===== src/rtl/alc_pkg.sv =====
// Package for the alarm clock controller: operation and field codes,
// time limits and the alarm state record shared by the step logic and top level.
// No dependencies.
package alc_pkg;

    // Operation codes carried by each input beat
    localparam logic [2:0] OP_UP     = 3'd0;
    localparam logic [2:0] OP_DOWN   = 3'd1;
    localparam logic [2:0] OP_TICK   = 3'd2;
    localparam logic [2:0] OP_SNOOZE = 3'd3;
    localparam logic [2:0] OP_STOP   = 3'd4;
    localparam logic [2:0] OP_ENABLE = 3'd5;

    // Field selected by up/down
    localparam logic [1:0] FIELD_HOUR   = 2'd0;
    localparam logic [1:0] FIELD_MINUTE = 2'd1;

    // Time limits
    localparam logic [3:0] HOURS_HALF    = 4'd12;
    localparam logic [4:0] HOURS_HALF_24 = 5'd12;
    localparam logic [4:0] HOURS_DAY     = 5'd24;
    localparam logic [5:0] MINUTE_LAST   = 6'd59;
    localparam logic [6:0] MINUTES_HOUR  = 7'd60;
    localparam logic [6:0] SNOOZE_MIN    = 7'd10;

    // Reset values of the alarm time
    localparam logic [3:0] HOUR_RESET   = 4'd12;
    localparam logic [5:0] MINUTE_RESET = 6'd0;

    // Stored alarm state
    typedef struct packed {
        logic [3:0] hour;
        logic [5:0] minute;
        logic       pm;
        logic       on;
        logic       ringing;
    } alarm_state_t;

endpackage


===== src/rtl/alc_step.sv =====
// Next-state logic of the alarm clock controller: applies one operation
// to the stored alarm state. Depends on alc_pkg.
module alc_step (
    input  alc_pkg::alarm_state_t cur,
    input  logic [2:0]            op,
    input  logic [1:0]            set_field,
    input  logic [4:0]            now_hour,
    input  logic [5:0]            now_minute,
    input  logic [5:0]            now_second,
    output alc_pkg::alarm_state_t nxt,
    output logic                  started_ringing,
    output logic                  go_home
);

    logic [4:0] hour_mod;
    logic [3:0] hour12;
    logic       now_pm;
    logic       time_match;
    logic [6:0] snooze_sum;

    // Fold the 24-hour clock into 12-hour form, zero read as twelve
    always_comb
    begin
        if (now_hour >= alc_pkg::HOURS_DAY)
        begin
            hour_mod = now_hour - alc_pkg::HOURS_DAY;
        end
        else if (now_hour >= alc_pkg::HOURS_HALF_24)
        begin
            hour_mod = now_hour - alc_pkg::HOURS_HALF_24;
        end
        else
        begin
            hour_mod = now_hour;
        end
        hour12 = (hour_mod == 5'd0) ? alc_pkg::HOURS_HALF : hour_mod[3:0];
        now_pm = (now_hour >= alc_pkg::HOURS_HALF_24);
    end

    assign time_match = (hour12 == cur.hour) && (now_minute == cur.minute)
                        && (now_pm == cur.pm) && (now_second == 6'd0);
    assign snooze_sum = {1'b0, cur.minute} + alc_pkg::SNOOZE_MIN;

    // Apply the operation
    always_comb
    begin
        nxt             = cur;
        started_ringing = 1'b0;
        go_home         = 1'b0;
        unique case (op)
            alc_pkg::OP_UP:
            begin
                unique case (set_field)
                    alc_pkg::FIELD_HOUR:
                        nxt.hour = (cur.hour >= alc_pkg::HOURS_HALF) ? 4'd1 : cur.hour + 4'd1;
                    alc_pkg::FIELD_MINUTE:
                        nxt.minute = (cur.minute >= alc_pkg::MINUTE_LAST) ? 6'd0
                                                                           : cur.minute + 6'd1;
                    default:
                        nxt.pm = ~cur.pm;
                endcase
            end
            alc_pkg::OP_DOWN:
            begin
                unique case (set_field)
                    alc_pkg::FIELD_HOUR:
                        nxt.hour = (cur.hour <= 4'd1) ? alc_pkg::HOURS_HALF : cur.hour - 4'd1;
                    alc_pkg::FIELD_MINUTE:
                        nxt.minute = (cur.minute == 6'd0) ? alc_pkg::MINUTE_LAST
                                                          : cur.minute - 6'd1;
                    default:
                        nxt.pm = ~cur.pm;
                endcase
            end
            alc_pkg::OP_TICK:
            begin
                // Start ringing only while armed and quiet
                if (cur.on && !cur.ringing && time_match)
                begin
                    nxt.ringing     = 1'b1;
                    started_ringing = 1'b1;
                end
            end
            alc_pkg::OP_SNOOZE:
            begin
                nxt.ringing = 1'b0;
                nxt.on      = 1'b1;
                go_home     = 1'b1;
                if (snooze_sum >= alc_pkg::MINUTES_HOUR)
                begin
                    nxt.minute = 6'(snooze_sum - alc_pkg::MINUTES_HOUR);
                    // Carry into the hour; toggle half of day on reaching twelve
                    if (cur.hour >= alc_pkg::HOURS_HALF)
                    begin
                        nxt.hour = 4'd1;
                    end
                    else
                    begin
                        nxt.hour = cur.hour + 4'd1;
                        if (cur.hour + 4'd1 == alc_pkg::HOURS_HALF)
                        begin
                            nxt.pm = ~cur.pm;
                        end
                    end
                end
                else
                begin
                    nxt.minute = snooze_sum[5:0];
                end
            end
            alc_pkg::OP_STOP:
            begin
                nxt.ringing = 1'b0;
                nxt.on      = 1'b0;
                go_home     = 1'b1;
            end
            alc_pkg::OP_ENABLE:
            begin
                nxt.on = 1'b1;
            end
            default:
            begin
                nxt = cur;
            end
        endcase
    end

endmodule


===== src/rtl/alarm_clock_controller.sv =====
// Top level of the alarm clock controller: input register, alarm state,
// result register. Depends on alc_pkg and alc_step.
//
// Usage:
//   Input channel (item_valid/item_ready) carries one operation per beat:
//   op, set_field and the current time now_hour/now_minute/now_second.
//   Result channel (result_valid/result_ready) returns exactly one beat per
//   input beat, in order: the alarm time, enable and ringing flags after the
//   operation, plus the started_ringing and go_home pulses.
//   Throughput: one beat per cycle unless result_ready holds the result
//   register; the state update is a single pass of the step logic between
//   the input register and the state/result registers.
//   Stall: when result_ready is low the result register holds, the input
//   register fills, and item_ready drops; no beat is lost or repeated.
//   Reset: rst_n low clears both valid flags and loads the alarm state with
//   12:00 AM, alarm off, not ringing.
module alarm_clock_controller (
    input  logic       clk,
    input  logic       rst_n,
    input  logic       item_valid,
    output logic       item_ready,
    input  logic [2:0] op,
    input  logic [1:0] set_field,
    input  logic [4:0] now_hour,
    input  logic [5:0] now_minute,
    input  logic [5:0] now_second,
    output logic       result_valid,
    input  logic       result_ready,
    output logic [3:0] alarm_hour,
    output logic [5:0] alarm_minute,
    output logic       alarm_pm,
    output logic       alarm_on,
    output logic       is_ringing,
    output logic       started_ringing,
    output logic       go_home
);

    logic                  item_valid_reg;
    logic [2:0]            op_reg;
    logic [1:0]            set_field_reg;
    logic [4:0]            now_hour_reg;
    logic [5:0]            now_minute_reg;
    logic [5:0]            now_second_reg;
    alc_pkg::alarm_state_t state_reg;
    alc_pkg::alarm_state_t state_next;
    logic                  started_next;
    logic                  home_next;
    logic                  result_valid_reg;
    alc_pkg::alarm_state_t result_state_reg;
    logic                  started_reg;
    logic                  home_reg;
    logic                  advance;

    // Move a beat from the input register when the result register frees up
    assign advance    = item_valid_reg && (!result_valid_reg || result_ready);
    assign item_ready = !item_valid_reg || advance;

    // Input register control
    always_ff @(posedge clk or negedge rst_n)
    begin
        if (!rst_n)
        begin
            item_valid_reg <= 1'b0;
        end
        else if (item_ready)
        begin
            item_valid_reg <= item_valid;
        end
    end

    // Input register payload
    always_ff @(posedge clk)
    begin
        if (item_valid && item_ready)
        begin
            op_reg         <= op;
            set_field_reg  <= set_field;
            now_hour_reg   <= now_hour;
            now_minute_reg <= now_minute;
            now_second_reg <= now_second;
        end
    end

    alc_step u_step (
        .cur             (state_reg),
        .op              (op_reg),
        .set_field       (set_field_reg),
        .now_hour        (now_hour_reg),
        .now_minute      (now_minute_reg),
        .now_second      (now_second_reg),
        .nxt             (state_next),
        .started_ringing (started_next),
        .go_home         (home_next)
    );

    // Alarm state and result valid
    always_ff @(posedge clk or negedge rst_n)
    begin
        if (!rst_n)
        begin
            state_reg.hour    <= alc_pkg::HOUR_RESET;
            state_reg.minute  <= alc_pkg::MINUTE_RESET;
            state_reg.pm      <= 1'b0;
            state_reg.on      <= 1'b0;
            state_reg.ringing <= 1'b0;
            result_valid_reg  <= 1'b0;
        end
        else
        begin
            if (advance)
            begin
                state_reg <= state_next;
            end
            if (advance)
            begin
                result_valid_reg <= 1'b1;
            end
            else if (result_ready)
            begin
                result_valid_reg <= 1'b0;
            end
        end
    end

    // Result register payload
    always_ff @(posedge clk)
    begin
        if (advance)
        begin
            result_state_reg <= state_next;
            started_reg      <= started_next;
            home_reg         <= home_next;
        end
    end

    assign result_valid    = result_valid_reg;
    assign alarm_hour      = result_state_reg.hour;
    assign alarm_minute    = result_state_reg.minute;
    assign alarm_pm        = result_state_reg.pm;
    assign alarm_on        = result_state_reg.on;
    assign is_ringing      = result_state_reg.ringing;
    assign started_ringing = started_reg;
    assign go_home         = home_reg;

endmodule


===== config.mk =====
export PLATFORM = sky130hd
export DESIGN_NAME = alarm_clock_controller
export DESIGN_NICKNAME = d
export VERILOG_FILES = /design/src/rtl/alc_pkg.sv /design/src/rtl/alc_step.sv /design/src/rtl/alarm_clock_controller.sv
export SDC_FILE = /design/constraint.sdc
export NUM_CORES = 1
export LEC_CHECK = 0
export BUFFER_PORTS_ARGS = -buffer_cell sky130_fd_sc_hd__clkbuf_2
export CAP_MARGIN = 20
export CORE_MARGIN = 10
export CORE_UTILIZATION = 47
export DETAILED_ROUTE_END_ITERATION = 16
export HOLD_SLACK_MARGIN = 0.02
export PLACE_DENSITY = 0.8
export SETUP_SLACK_MARGIN = 0.3
export SYNTH_ARGS = -nofsm -noshare
export SYNTH_HDL_FRONTEND = slang
export SYNTH_HIERARCHICAL = 1
export SYNTH_SLANG_ARGS = --single-unit

===== constraint.sdc =====
create_clock -name clk -period 2.3 [get_ports clk]
set_input_delay 0 -clock clk [delete_from_list [all_inputs] [get_ports clk]]
set_output_delay 0 -clock clk [all_outputs]
set_load 0.005 [all_outputs]

# ---- Word level (Yosys, flattened, before mapping)
# Index checks and enable logic that the tools add are counted.
dict set report word_totals {
  in_bits 26
  register_bits 52
}
dict set report op_classes {
  add_sub_neg 8
  n_reduce_logical 21
  n_eq_ne 10
  order_cmp 6
  bitwise_logic 1
  n_mux 25
}
# cell n
set op_table {}
lappend op_table {{one-hot mux 11 bit (3 select lines)} 1}
lappend op_table {{two-way mux 6 bit} 5}
lappend op_table {{two-way mux 4 bit} 6}
lappend op_table {{zero test 6 bit} 2}
lappend op_table {{two-way mux 5 bit} 2}
lappend op_table {{two-way mux 1 bit} 9}
lappend op_table {{adder 6 x 4 -> 7 bit (second input constant)} 1}
lappend op_table {{>= comparator 7 x 6 -> 1 bit (second input constant)} 1}
lappend op_table {{logical AND 1 bit} 7}
lappend op_table {{adder 6 x 1 -> 6 bit (second input constant)} 1}
lappend op_table {{equality test 3 x 2 -> 1 bit (second input constant)} 2}
lappend op_table {{equality test 3 bit (second input constant)} 2}
lappend op_table {{equality test 6 bit} 1}
lappend op_table {{>= comparator 6 bit (second input constant)} 1}
lappend op_table {{OR reduction 2 bit} 3}
lappend op_table {{subtractor 6 x 1 -> 6 bit (second input constant)} 1}
lappend op_table {{subtractor 6 bit (second input constant)} 1}
lappend op_table {{>= comparator 5 x 4 -> 1 bit (second input constant)} 1}
lappend op_table {{>= comparator 5 bit (second input constant)} 1}
lappend op_table {{zero test 5 bit} 1}
lappend op_table {{subtractor 5 x 4 -> 5 bit (second input constant)} 1}
lappend op_table {{subtractor 5 bit (second input constant)} 1}
lappend op_table {{adder 4 x 1 -> 4 bit (second input constant)} 1}
lappend op_table {{equality test 4 bit} 1}
lappend op_table {{14 further kinds} 18}

# ---- Depth between registers and ports, before layout
dict set report depth {
  word_depth 12
  ltp_mapped 10
  ltp_nobuf 9
}

# ---- Cells and area by module
# The synthesis kept the hierarchy.
# mod n_inst cells_each area_each_um2 seq_area_each_um2
set by_module_without_submodules {}
lappend by_module_without_submodules {alarm_clock_controller 1 73 1745.4 1488.9}
lappend by_module_without_submodules {alc_step 1 224 1492.7 0.0}

# ---- Least setup slack after synthesis
# No wires, ideal clock.
dict set report synth_timing {
  path_type {register to register}
  startpoint {register state_reg[5] in the netlist's numbering}
  endpoint {register state_reg[12] in the netlist's numbering}
  setup_time_ps 82
  required_ps 2218
  t_arrival_ps 2405
  path_slack_ps -187
  n_path_buf 1
  path_stages_with_launch 10
  path_cell_list {dfrtp_1 clkbuf_1 inv_1 ha_1 ha_1 a41o_1 a21oi_2 nor2_1 a311o_1 mux2_4}
}
# item line
set synth_lines {}
lappend synth_lines {{start, declared} alarm_clock_controller.sv:44} ;# alc_pkg::alarm_state_t state_reg;
lappend synth_lines {{start signal, assigned} alarm_clock_controller.sv:112} ;# state_reg <= state_next;

==> flow_metrics.env <==
export IMPL_arrival_ns=2.60
export IMPL_cp_required_ns=2.50
export IMPL_grt_max_degree=23
export IMPL_syn_area_per_cell_um2=10.90
export IMPL_p_per_area_mw_per_mm2=1109
export IMPL_period_share_pct=104.4
export IMPL_synth_cell_types=71
export IMPL_grt_overflow_total=0
export IMPL_yosys_area_top_type="edfxtp_1"
export IMPL_synth_seq_cells=52
export IMPL_irDropWorstVdd_uv=429.3
export IMPL_multi_input_comb_area_mm2=0.002006
export IMPL_htree_levels=2
export IMPL_pre_cts_ws_ns=0.0004365
export IMPL_p_total_mw=5.215
export IMPL_track_usage_pct=17.09
export IMPL_ioPinCount=43
export IMPL_tightest_slew_ns=0.6128
export IMPL_drv_slew=0
export IMPL_die_area_mm2=0.01061
export IMPL_path_max_fanout=3
export IMPL_switching_share_pct=37.36
export IMPL_worst_r2r_setup_slack_ns=-0.10
export IMPL_clkSinkCount=52
export IMPL_min_period_ns=2.401
export IMPL_via_per_inst=5.867
export IMPL_dr_wl_met3_um=695
export IMPL_met2_wirelength_um=4806
export IMPL_synthCells=297
export IMPL_synth_top_flop_cell="edfxtp_1"
export IMPL_clk_latency_ns=0.31
export IMPL_critical_path_n_buffers_inverters=0
export IMPL_power_switching_mw=1.948
export IMPL_drt_initial_drc_count=173
export IMPL_dieHeight_um=103.0
export IMPL_finalSetupViolCount=2
export IMPL_regArea_mm2=0.001496
export IMPL_drt_total_wl_um=9247
export IMPL_startpoint_type="register"
export IMPL_rsz0062_at_grt="yes"
export IMPL_cp_slowest_cell="a2111o_1"
export IMPL_cts_tree="yes"
export IMPL_clockBufferDepth=2
export IMPL_grt_pass1_vias=2898
export IMPL_path_clk_slew_ns=0.10
export IMPL_cts_root_buf="clkbuf_8"
export IMPL_p_seq_share_pct=28.8
export IMPL_worst_setup_path_type="reg2reg"
export IMPL_dr_max_layer_used="met4"
export IMPL_area_delta_synth_final_pct=45.25
export IMPL_drc_errors=0
export IMPL_worst_slack_ns=-0.1007
export IMPL_initial_core_util_pct=47.93
export IMPL_vias=2857
export IMPL_hold_path_class="in2reg"
export IMPL_fin_skew_ns=0.007929
export IMPL_internal_power_mw=3.266
export IMPL_port_buffers=42
export IMPL_syn_num_nets=337
export IMPL_seq_area_frac_synth_pct=45.98
export IMPL_cp_end_kind="register"
export IMPL_async_flop_share_pct=28.85
export IMPL_nFillCells=466
export IMPL_path_delay_family="compound AO/OA/AOI/OAI gates"
export IMPL_grt_pass1_wl_um=14270
export IMPL_largest_reg_flops=13
export IMPL_maxCapViolCount=0
export IMPL_syn_area_mm2=0.003238
export IMPL_slowest_delay_ns=0.47
export IMPL_dpl_hpwl_um=5562
export IMPL_wl_met1_um=3624
export IMPL_failed_checks="setup timing"
export IMPL_yosys_warnings=6
export IMPL_p_leak_nw=1.931
export IMPL_dieWidth_um=103.0
export IMPL_yosysTopAreaCellShare_pct=34.31
export IMPL_combPwrFrac_pct=55.1
export IMPL_grt_antenna_before_repair=0
export IMPL_relSlewSlack_pct=58.77
export IMPL_cts_made_buffers=5
export IMPL_status="finished, violations left"
export IMPL_diodes=0
export IMPL_synth_edf_count=37
export IMPL_nNetsFinal=446
export IMPL_antenna_left=0
export IMPL_rows=30
export IMPL_gp_congestion=0.9306
export IMPL_dr_pass1_iters=5
export IMPL_p_clk_share_pct=16.1
export IMPL_core_area_mm2=0.006756
export IMPL_crit_chain="ha_2 -> or3b_4 -> a2111o_1 -> o311ai_4 -> a21boi_4 -> xnor2_2 -> o31ai_2 -> mux2_2"
export IMPL_hold_violations=0
export IMPL_routedWlPerCell_um=18.99
export IMPL_synthTopCellsByArea="edfxtp_1, dfrtp_1, ha_1, mux2_4, xnor2_1"
export IMPL_holdWs_ns=0.1049
export IMPL_drive_gt1_share_pct=45.95
export IMPL_fmax_mhz=416.6
-- path summary, 6_finish.rpt --
| check | startpoint | endpoint | cells after the start |
|---|---|---|---|
| setup / recovery | now_hour_reg[3] | state_reg[0] | 8 |
| hold / removal | result_ready | result_valid | 3 |
| setup reg to reg | now_hour_reg[3] | state_reg[0] | 8 |
| hold reg to reg | item_valid_reg | result_valid | 1 |
| max in group asynchronous | rst_n | state_reg[11] | 2 |
| min in group asynchronous | rst_n | state_reg[2] | 2 |
-- cells in the final DEF, fill, tap and decap left out, types with 4 or more instances in the layout --
master	netlist	routed
clkbuf_2	0	42
mux2_4	9	11
a21oi_2	1	6
o221ai_2	0	4
ha_1	14	8
nor2_1	19	17
o21ai_1	2	7
a21oi_1	12	6
dfrtp_1	13	7
a21boi_2	1	4
xnor2_2	0	4
buf_6	0	10
buf_4	1	41
inv_1	15	12
xnor2_1	14	9
nand4_1	6	6
edfxtp_1	37	37
dlygate4sd3_1	0	25
nand2_1	19	16
ha_4	0	5
dfrtp_2	0	6
nand3_1	5	5
o21ai_0	17	10
clkbuf_8	0	5
o211ai_1	5	5
nand2b_1	4	4
-- synthesized netlist by cell type, drive strengths merged (7+ instances only) --
library cell and instances:
buf 7, mux2 13, ha 14, inv 15, edfxtp 37, nor2 19
a21oi 13, o21ai 19, clkbuf 9, dfrtp 13, xnor2 14, nand2 20
-- area by class of cell --
class                   count  area share [%]
clock buffers               5           1.463
clock inverters             3           1.915
inverters                  15           1.304
multi-input cells         214           42.64
flip-flops and latches     52           31.82
well taps                  80           2.128
repair buffers            118           18.73
-- per-stage QoR --
stage	TNS, ns	util, %	instance area [um^2]	std cells
6_report	-0.1632	69.61	4703	487
5_1_grt	-0.4192	69.61	4703	487
4_1_cts	0	65.52	4427	477
3_5_place_dp	0	55.54	3752	429
3_3_place_gp	0	55.54	3752	429
2_1_floorplan	0	-	3349	297
-- kinds of logic (layout without fill, tap and decap cells) --
logic type      Yosys count  in the layout  synth area share, %
xor+xnor                 17             17                4.598
simple gates             88             88                15.73
buf+inv                  31            141                4.289
fa+ha+maj                14             14                5.410
mux                      17             17                7.187
compound gates           78             78                16.81
flops                    52             52                45.98
-- power by group through the flow --
stage               registers [mW]  logic, mW  clock network, mW
finish                        1.50       2.87              0.842
global route                  1.52       3.05              0.888
floorplan                     1.41       1.50                  0
detailed placement            1.51       1.97                  0
CTS                           1.47       2.41              0.855
global placement              1.49       1.91                  0
-- tightest hold or removal path: cells and delay by family --
kind / cells / cell delay [ns]
buffers and inverters: 1 / 0.09
and+or+nand+nor: 2 / 0.30
-- what timing repair did --
action | 4_1_cts | 5_1_grt
endpoints found under the setup margin | 21 | 25
hold buffers | 25 | 0
pin swaps | 21 | 29
hold endpoints to repair | 38 | 0
gates resized for setup | 35 | 46
setup buffers | 15 | 10
-- layer usage --
layer | vias up | global-route usage [%]
li1 | 1332 | -
met1 | 1395 | 19.76
met2 | 116 | 30.28
met3 | 14 | 4.424
met4 | 0 | 4.920
met5 | - | 0
Note: power is estimated with default switching activity, not from simulation.
